===== src/sgsl_pkg.sv =====
// ----------------------------------------------------------------------------
// sgsl_pkg
// Types, widths and codes shared by the scatter-gather segment list modules.
// ----------------------------------------------------------------------------
package sgsl_pkg;

    // List depth and derived widths
    localparam int MAX_SEGMENTS = 16;
    localparam int CountW       = $clog2(MAX_SEGMENTS + 1);
    localparam int AddrW        = (MAX_SEGMENTS > 1) ? $clog2(MAX_SEGMENTS) : 1;
    localparam int WalkW        = (CountW + 1 > 7) ? CountW + 1 : 7;

    // Fixed field widths
    localparam int BaseW  = 32;
    localparam int LenW   = 16;
    localparam int NextW  = 6;
    localparam int SumW   = 21;
    localparam int IndexW = 7;
    localparam int EntryW = BaseW + 2 * LenW;

    typedef enum logic [1:0] {
        OP_APPEND    = 2'd0,
        OP_CLEAR     = 2'd1,
        OP_GET_SEG   = 2'd2,
        OP_GET_TOTAL = 2'd3
    } op_t;

    typedef enum logic [1:0] {
        ST_OK   = 2'd0,
        ST_FULL = 2'd1,
        ST_END  = 2'd2
    } status_t;

    // One stored list entry
    typedef struct packed {
        logic [BaseW-1:0] base;
        logic [LenW-1:0]  head;
        logic [LenW-1:0]  foot;
    } entry_t;

    // One result item
    typedef struct packed {
        status_t          status;
        logic [BaseW-1:0] seg_addr;
        logic [LenW-1:0]  seg_length;
        logic [NextW-1:0] next_index;
        logic [SumW-1:0]  total_length;
    } result_t;

endpackage


===== src/sgsl_mem.sv =====
// ----------------------------------------------------------------------------
// sgsl_mem
// Entry RAM: one write port, one read port, read data registered.
// ----------------------------------------------------------------------------
module sgsl_mem (
    input  logic                      clk,
    input  logic                      we,
    input  logic [sgsl_pkg::AddrW-1:0] waddr,
    input  sgsl_pkg::entry_t          wdata,
    input  logic                      re,
    input  logic [sgsl_pkg::AddrW-1:0] raddr,
    output sgsl_pkg::entry_t          rdata
);

    sgsl_pkg::entry_t mem [sgsl_pkg::MAX_SEGMENTS];
    sgsl_pkg::entry_t rdata_reg;

    // Write port
    always_ff @(posedge clk)
    begin
        if (we)
        begin
            mem[waddr] <= wdata;
        end
    end

    // Read port, data registered when re is high
    always_ff @(posedge clk)
    begin
        if (re)
        begin
            rdata_reg <= mem[raddr];
        end
    end

    assign rdata = rdata_reg;

endmodule


===== src/sgsl_ctrl.sv =====
// ----------------------------------------------------------------------------
// sgsl_ctrl
// Operation sequencer: decodes an item, reads/writes the entry RAM, scans
// footers one entry per cycle and stages the result.
// ----------------------------------------------------------------------------
module sgsl_ctrl (
    input  logic                        clk,
    input  logic                        rst_n,
    // item in
    input  logic                        in_valid,
    output logic                        in_ready,
    input  logic [1:0]                  operation,
    input  logic [sgsl_pkg::LenW-1:0]   header_len,
    input  logic [sgsl_pkg::LenW-1:0]   footer_len,
    input  logic [sgsl_pkg::BaseW-1:0]  base_addr,
    input  logic [sgsl_pkg::IndexW-1:0] seg_index,
    // result out
    output logic                        res_valid,
    input  logic                        res_ready,
    output sgsl_pkg::result_t           res,
    // entry RAM
    output logic                        mem_we,
    output logic [sgsl_pkg::AddrW-1:0]  mem_waddr,
    output sgsl_pkg::entry_t            mem_wdata,
    output logic                        mem_re,
    output logic [sgsl_pkg::AddrW-1:0]  mem_raddr,
    input  sgsl_pkg::entry_t            mem_rdata
);

    typedef enum logic [4:0] {
        S_IDLE = 5'b00001,
        S_EXEC = 5'b00010,
        S_HEAD = 5'b00100,
        S_FOOT = 5'b01000,
        S_DONE = 5'b10000
    } state_t;

    state_t                        state_reg, state_next;
    logic [sgsl_pkg::CountW-1:0]   count_reg, count_next;
    logic [sgsl_pkg::SumW-1:0]     sum_reg, sum_next;
    logic [sgsl_pkg::CountW-1:0]   k_reg, k_next;
    logic [sgsl_pkg::WalkW-1:0]    idx_reg, idx_next;
    sgsl_pkg::result_t             res_reg, res_next;

    // captured item
    sgsl_pkg::op_t                 op_reg;
    logic [sgsl_pkg::LenW-1:0]     hl_reg;
    logic [sgsl_pkg::LenW-1:0]     fl_reg;
    logic [sgsl_pkg::BaseW-1:0]    base_reg;
    logic [sgsl_pkg::IndexW-1:0]   raw_reg;

    // walk decode
    logic                          raw_is_m1;
    logic                          neg;
    logic [sgsl_pkg::WalkW-1:0]    idx_w;
    logic [sgsl_pkg::WalkW-1:0]    cnt_w;
    logic [sgsl_pkg::WalkW-1:0]    n2_w;
    logic [sgsl_pkg::WalkW-1:0]    head_e;
    logic [sgsl_pkg::WalkW-1:0]    foot_k;
    logic [sgsl_pkg::CountW-1:0]   k_inc;
    logic [sgsl_pkg::WalkW-1:0]    foot_next;

    assign in_ready  = (state_reg == S_IDLE);
    assign res_valid = (state_reg == S_DONE);
    assign res       = res_reg;

    assign raw_is_m1 = (raw_reg == {sgsl_pkg::IndexW{1'b1}});
    assign neg       = raw_reg[sgsl_pkg::IndexW-1] && !raw_is_m1;
    assign idx_w     = raw_is_m1 ? '0
                     : sgsl_pkg::WalkW'(raw_reg[sgsl_pkg::IndexW-2:0]);
    assign cnt_w     = sgsl_pkg::WalkW'(count_reg);
    assign n2_w      = sgsl_pkg::WalkW'({count_reg, 1'b0});
    assign head_e    = cnt_w - idx_w - sgsl_pkg::WalkW'(1);
    assign foot_k    = idx_w - cnt_w;
    assign k_inc     = k_reg + sgsl_pkg::CountW'(1);
    assign foot_next = sgsl_pkg::WalkW'(k_inc) + cnt_w;

    // Sequencer
    always_comb
    begin
        state_next = state_reg;
        count_next = count_reg;
        sum_next   = sum_reg;
        k_next     = k_reg;
        idx_next   = idx_reg;
        res_next   = res_reg;
        mem_we     = 1'b0;
        mem_waddr  = count_reg[sgsl_pkg::AddrW-1:0];
        mem_wdata  = '{base: base_reg, head: hl_reg, foot: fl_reg};
        mem_re     = 1'b0;
        mem_raddr  = k_reg[sgsl_pkg::AddrW-1:0];

        case (state_reg)
            S_IDLE:
            begin
                if (in_valid)
                begin
                    state_next = S_EXEC;
                end
            end

            S_EXEC:
            begin
                res_next            = '0;
                res_next.status     = sgsl_pkg::ST_OK;
                res_next.total_length = sum_reg;
                state_next          = S_DONE;
                case (op_reg)
                    sgsl_pkg::OP_APPEND:
                    begin
                        if (count_reg >= sgsl_pkg::CountW'(sgsl_pkg::MAX_SEGMENTS))
                        begin
                            res_next.status = sgsl_pkg::ST_FULL;
                        end
                        else
                        begin
                            mem_we     = 1'b1;
                            count_next = count_reg + sgsl_pkg::CountW'(1);
                            sum_next   = sum_reg + sgsl_pkg::SumW'(hl_reg)
                                       + sgsl_pkg::SumW'(fl_reg);
                            res_next.total_length = sum_next;
                        end
                    end

                    sgsl_pkg::OP_CLEAR:
                    begin
                        count_next            = '0;
                        sum_next              = '0;
                        res_next.total_length = '0;
                    end

                    sgsl_pkg::OP_GET_SEG:
                    begin
                        idx_next = idx_w;
                        if (neg || idx_w >= n2_w)
                        begin
                            res_next.status = sgsl_pkg::ST_END;
                        end
                        else if (idx_w < cnt_w)
                        begin
                            // headers newest first
                            mem_re     = 1'b1;
                            mem_raddr  = head_e[sgsl_pkg::AddrW-1:0];
                            state_next = S_HEAD;
                        end
                        else
                        begin
                            // footers oldest first
                            mem_re     = 1'b1;
                            mem_raddr  = foot_k[sgsl_pkg::AddrW-1:0];
                            k_next     = foot_k[sgsl_pkg::CountW-1:0];
                            state_next = S_FOOT;
                        end
                    end

                    default:
                    begin
                        // total length only
                    end
                endcase
            end

            S_HEAD:
            begin
                res_next.seg_addr   = mem_rdata.base;
                res_next.seg_length = mem_rdata.head;
                res_next.next_index = sgsl_pkg::NextW'(idx_reg + sgsl_pkg::WalkW'(1));
                state_next          = S_DONE;
            end

            S_FOOT:
            begin
                if (mem_rdata.foot != '0)
                begin
                    res_next.seg_addr   = mem_rdata.base + sgsl_pkg::BaseW'(mem_rdata.head);
                    res_next.seg_length = mem_rdata.foot;
                    res_next.next_index = sgsl_pkg::NextW'(foot_next);
                    state_next          = S_DONE;
                end
                else if (k_inc >= count_reg)
                begin
                    res_next.status = sgsl_pkg::ST_END;
                    state_next      = S_DONE;
                end
                else
                begin
                    // skip empty footer, read the next entry
                    mem_re    = 1'b1;
                    mem_raddr = k_inc[sgsl_pkg::AddrW-1:0];
                    k_next    = k_inc;
                end
            end

            S_DONE:
            begin
                if (res_ready)
                begin
                    state_next = S_IDLE;
                end
            end

            default:
            begin
                state_next = S_IDLE;
            end
        endcase
    end

    // Control state
    always_ff @(posedge clk or negedge rst_n)
    begin
        if (!rst_n)
        begin
            state_reg <= S_IDLE;
            count_reg <= '0;
            sum_reg   <= '0;
        end
        else
        begin
            state_reg <= state_next;
            count_reg <= count_next;
            sum_reg   <= sum_next;
        end
    end

    // Payload
    always_ff @(posedge clk)
    begin
        k_reg   <= k_next;
        idx_reg <= idx_next;
        res_reg <= res_next;
        if (in_valid && in_ready)
        begin
            op_reg   <= sgsl_pkg::op_t'(operation);
            hl_reg   <= header_len;
            fl_reg   <= footer_len;
            base_reg <= base_addr;
            raw_reg  <= seg_index;
        end
    end

endmodule


===== src/scatter_gather_segment_list.sv =====
// ----------------------------------------------------------------------------
// scatter_gather_segment_list
// Segment list for gather DMA: append, clear, total length and segment walk.
// ----------------------------------------------------------------------------
//  channel | direction | handshake           | fields
//  --------+-----------+---------------------+-----------------------------------
//  in      | to block  | in_valid / in_stall | operation, header_len, footer_len,
//          |           |                     | base_addr, seg_index
//  out     | from block| out_valid/out_stall | status, seg_addr, seg_length,
//          |           |                     | next_index, total_length
//
//  Append, clear and get total go through S_EXEC and S_DONE before the next accept.
//  A header segment adds S_HEAD; a footer segment adds S_FOOT, which stays while it
//  skips empty footers, the entry RAM read port scanning one entry a cycle.
//  Reset clears the entry count and total; the entry RAM is not cleared.
//  The output register holds a result while out_stall is high; the next item is
//  still accepted, and its result waits until the register frees.
// ----------------------------------------------------------------------------
module scatter_gather_segment_list (
    input  logic                              clk,
    input  logic                              rst_n,
    input  logic                              in_valid,
    output logic                              in_stall,
    input  logic [1:0]                        operation,
    input  logic [sgsl_pkg::LenW-1:0]         header_len,
    input  logic [sgsl_pkg::LenW-1:0]         footer_len,
    input  logic [sgsl_pkg::BaseW-1:0]        base_addr,
    input  logic signed [sgsl_pkg::IndexW-1:0] seg_index,
    output logic                              out_valid,
    input  logic                              out_stall,
    output logic [1:0]                        status,
    output logic [sgsl_pkg::BaseW-1:0]        seg_addr,
    output logic [sgsl_pkg::LenW-1:0]         seg_length,
    output logic [sgsl_pkg::NextW-1:0]        next_index,
    output logic [sgsl_pkg::SumW-1:0]         total_length
);

    logic                       in_ready;
    logic                       res_valid;
    logic                       res_ready;
    sgsl_pkg::result_t          res;
    logic                       mem_we;
    logic [sgsl_pkg::AddrW-1:0] mem_waddr;
    sgsl_pkg::entry_t           mem_wdata;
    logic                       mem_re;
    logic [sgsl_pkg::AddrW-1:0] mem_raddr;
    sgsl_pkg::entry_t           mem_rdata;
    logic                       out_valid_reg;
    sgsl_pkg::result_t          out_reg;

    sgsl_ctrl u_ctrl (
        .clk        (clk),
        .rst_n      (rst_n),
        .in_valid   (in_valid),
        .in_ready   (in_ready),
        .operation  (operation),
        .header_len (header_len),
        .footer_len (footer_len),
        .base_addr  (base_addr),
        .seg_index  (seg_index),
        .res_valid  (res_valid),
        .res_ready  (res_ready),
        .res        (res),
        .mem_we     (mem_we),
        .mem_waddr  (mem_waddr),
        .mem_wdata  (mem_wdata),
        .mem_re     (mem_re),
        .mem_raddr  (mem_raddr),
        .mem_rdata  (mem_rdata)
    );

    sgsl_mem u_mem (
        .clk   (clk),
        .we    (mem_we),
        .waddr (mem_waddr),
        .wdata (mem_wdata),
        .re    (mem_re),
        .raddr (mem_raddr),
        .rdata (mem_rdata)
    );

    assign in_stall  = !in_ready;
    assign res_ready = !out_valid_reg || !out_stall;

    // Output register
    always_ff @(posedge clk or negedge rst_n)
    begin
        if (!rst_n)
        begin
            out_valid_reg <= 1'b0;
        end
        else if (res_ready)
        begin
            out_valid_reg <= res_valid;
        end
    end

    always_ff @(posedge clk)
    begin
        if (res_ready && res_valid)
        begin
            out_reg <= res;
        end
    end

    assign out_valid    = out_valid_reg;
    assign status       = out_reg.status;
    assign seg_addr     = out_reg.seg_addr;
    assign seg_length   = out_reg.seg_length;
    assign next_index   = out_reg.next_index;
    assign total_length = out_reg.total_length;

endmodule


===== config.mk =====
export PLATFORM = sky130hd
export DESIGN_NAME = scatter_gather_segment_list
export DESIGN_NICKNAME = d
export VERILOG_FILES = /design/src/sgsl_pkg.sv /design/src/sgsl_mem.sv /design/src/sgsl_ctrl.sv /design/src/scatter_gather_segment_list.sv
export SDC_FILE = /design/constraint.sdc
export NUM_CORES = 2
export LEC_CHECK = 0
export BUFFER_PORTS_ARGS = -buffer_cell sky130_fd_sc_hd__buf_2
export CELL_PAD_IN_SITES_DETAIL_PLACEMENT = 1
export CELL_PAD_IN_SITES_GLOBAL_PLACEMENT = 2
export CORE_MARGIN = 1
export CORE_UTILIZATION = 26
export DETAILED_ROUTE_END_ITERATION = 7
export PLACE_DENSITY_LB_ADDON = 0.12
export SETUP_SLACK_MARGIN = 0.5
export SKIP_LAST_GASP = 1
export SLEW_MARGIN = 20
export SYNTH_ARGS = -nofsm -noshare
export SYNTH_HDL_FRONTEND = slang
export SYNTH_SLANG_ARGS = --single-unit

===== constraint.sdc =====
create_clock -name clk -period 7.95 [get_ports clk]
set_clock_uncertainty 0.15 [all_clocks]
set_input_delay 0.795 -clock clk [delete_from_list [all_inputs] [get_ports clk]]
set_output_delay 0.795 -clock clk [all_outputs]
set_load 0.1 [all_outputs]

==> metrics <==
RR Startpoint u_ctrl.raw_reg[4]; routed vias 33500; DPL Wire Length 99500 µm; Synth Flop Type edfxtp_1; Initial Utilization 0.262; # DRC 0; Arrival @ worst endpoint 6130 ps; simple-gate portion of the synthesized area 0.0923; Max VDD drop 0.233 mV; TritonCTS Buffers 163; Worst R2R End u_mem.rdata[48]; Setup violations, final 0; GR peak layer met1; fin crit period 5780 ps; Worst R2R Path Depth 17; largest family of logic cells by synthesized area compound AO/OA/AOI/OAI gates; worst slew pin tran 1100 ps; asr flop ratio synth 0.0236; GRT Residual Overflow 0; max_slew headroom 0.267; CP endpoint kind flop; syn avg cell area 14.6 µm²; fraction of the mapped netlist area in compound gates 0.109; Hold EP u_ctrl.hl_reg[6]; First-pass DRT Iterations 5; # fillers 21700; PwrDens 281 nW/µm²; worst-path fanout max 79; Root Buffer clkbuf_16; nets 4105; design area 64600 µm²; Post-DP Area 58900 µm²; share of layout cells above drive strength 1 0.124; clk buf depth 3; Syn Inst Count 3734; initial antenna violation count 16; synthesized area 54500 µm²; worst-path cell chain nand4_2 -> or3_4 -> nand2_1 -> inv_1 -> fa_1 -> a21oi_1 -> o21bai_1 -> a221oi_4 -> xor2_1 -> nand3_4 -> buf_4 -> nand2_8 -> buf_12 -> a211oi_1 -> a31oi_1 -> a22oi_1 -> nand2_1; Post-Synth XOR/XNOR Area 0.00739; largest net degree at the start of global routing 124; status finished, final reports clean; Post-Place Cells 6507; max cap viols 0; met2 usage 0.268; Rows 167; Mapped Nets 3890; Worst EP required 8300 ps; met1 Resource Use GR 0.268; CP max stage delay 520 ps; mux contribution to synthesized area 0.00138; number of global-route vias before repair 34800; fin crit share 0.727; grt met3 use 0.0234; Worst-Skew Late Latency 820 ps; final std cells w/o fill 6874; flop-to-flop setup slack 2170 ps; gr usage total 0.178; Hold Path Cell Cnt 1; Final ANT Viol Nets 0; GP Congestion 0.745; Clk pin slew, worst setup/hold paths 60 ps; Crit Path Category flop to flop; final slew viol count 0; most frequent cells in the layout edfxtp_1 (1326), nand2_1 (675), and3_1 (266); Critical-path top delay cell a221oi_4; worst hold start header_len[6]; CTS tree done; max FFs per register 1024; Die X 460 µm; synth-to-layout area growth 18.5%; Hold Path Class input pin to flop; FMAX 173 MHz; number of vias per cell 4.88; warnings from Yosys 0; Adder-Cell Fraction of Synth Area 0.0209; P_leak 0.0218 µW; CP startpoint kind flop; Post-synth EDFFs 1326; I/O pin total 156; overall power 18100 µW; # clock sinks 1358; most used cell, CP nand2_1; Hold Vio Cnt, Final 0; post-synthesis sequential area ratio 0.745; hold slack final 71.9 ps; Routed WL per cell 27.6 µm; first-pass GRT wire length 268000 µm; total die area 212000 µm²; H-tree levels 4; Yosys reg bits 1358; Post-Route WL 190000 µm; core region area 208000 µm²; initial DRC count 2394; Chip Height 460 µm; leading cell type in the layout, fill and taps excluded edfxtp_1; RSZ-0062 raised after global routing false; Distinct cells, synth 66; port buffer count 155
-- synthesized netlist by cell type (all sizes together), types with 6 or more instances --
master	n	share of area
and3	267	0.031
nand2b	6	0.00069
xnor2	26	0.0042
dfrtp	31	0.014
a211oi	258	0.036
nor2b	7	0.00080
nor3	9	0.00083
o31ai	7	0.00096
a31oi	265	0.030
nor2	45	0.0031
buf	119	0.012
o21ai	73	0.0067
clkbuf	134	0.0092
nor4	17	0.0020
nand2	676	0.047
xor2	20	0.0032
o22ai	10	0.0011
edfxtp	1326	0.73
o21a	10	0.0014
fa	20	0.0073
inv	34	0.0023
ha	59	0.014
nand3	22	0.0020
a22oi	128	0.018
a21oi	39	0.0036
a21o	8	0.0011
a22o	34	0.0056
and2	9	0.0010
or3	7	0.00090
nand4	10	0.0013
-- report_power, final --
| part | internal [µW] | switching (µW) | total, µW |
|---|---|---|---|
| Sequential | 8480 | 470 | 8950 |
| Clock | 4110 | 3040 | 7140 |
| Combinational | 659 | 1380 | 2040 |
| Total | 13300 | 4880 | 18100 |
-- cell type report --
class | instances | area (µm²) | share of cell area
inverters | 36 | 136 | 0.00211
well taps | 2788 | 3490 | 0.0540
diodes | 9 | 22.5 | 0.000349
flip-flops and latches | 1358 | 40600 | 0.629
repair buffers | 303 | 2460 | 0.0381
clock buffers | 211 | 4430 | 0.0685
multi-input cells | 2087 | 12800 | 0.199
clock inverters | 82 | 606 | 0.00937
-- repair_timing --
action	4_1_cts	5_1_grt
hold buffers	64	0
resized for setup	0	0
hold endpoints to repair	94	0
buffers inserted	0	0
-- worst max path at each step --
stage	cells after the start	slack [ps]	endpoint	from
6_report	17	2170	u_mem.rdata[48]	u_ctrl.raw_reg[4]
5_1_grt	17	1660	u_mem.rdata[48]	u_ctrl.raw_reg[4]
4_1_cts	17	2070	u_mem.rdata[10]	u_ctrl.raw_reg[4]
3_5_place_dp	17	2100	u_mem.rdata[10]	u_ctrl.raw_reg[4]
3_3_place_gp	17	2150	u_mem.rdata[10]	u_ctrl.raw_reg[4]
2_1_floorplan	6	-670	u_mem.mem[0][0]	u_ctrl.state_reg[2]
-- worst max-delay path, delay by kind of cell, from the launching register on --
kind	cells	cell delay (ps)
buf+inv	3	920
compound gates	6	1570
flops	1	470
xor+xnor	1	180
fa+ha+maj	1	440
simple gates	6	1550
-- stage by stage --
stage,setup slack [ps],setup TNS (ps),utilization
final,2170,0,0.311
after global routing,1660,0,0.311
after CTS,2070,0,0.311
after detailed placement,2100,0,0.284
after global placement,2150,0,0.283
after floorplan,-672,-490760,-
-- per-layer routing --
layer / vias to the layer above / share of wire
li1: 15000 / -
met2: 620 / 0.44
met4: 0 / 0.019
met1: 17700 / 0.51
met3: 210 / 0.037
met5: - / 0
-- kinds of logic after synthesis --
family,Yosys count
multiplexers,7
buffers and inverters,289
AND/OR/NAND/NOR,1092
flip-flops,1358
adder cells (fa/ha/maj),79
AO/OA/AOI/OAI,863
XOR/XNOR,46
Power figures use the tool's default switching activity.
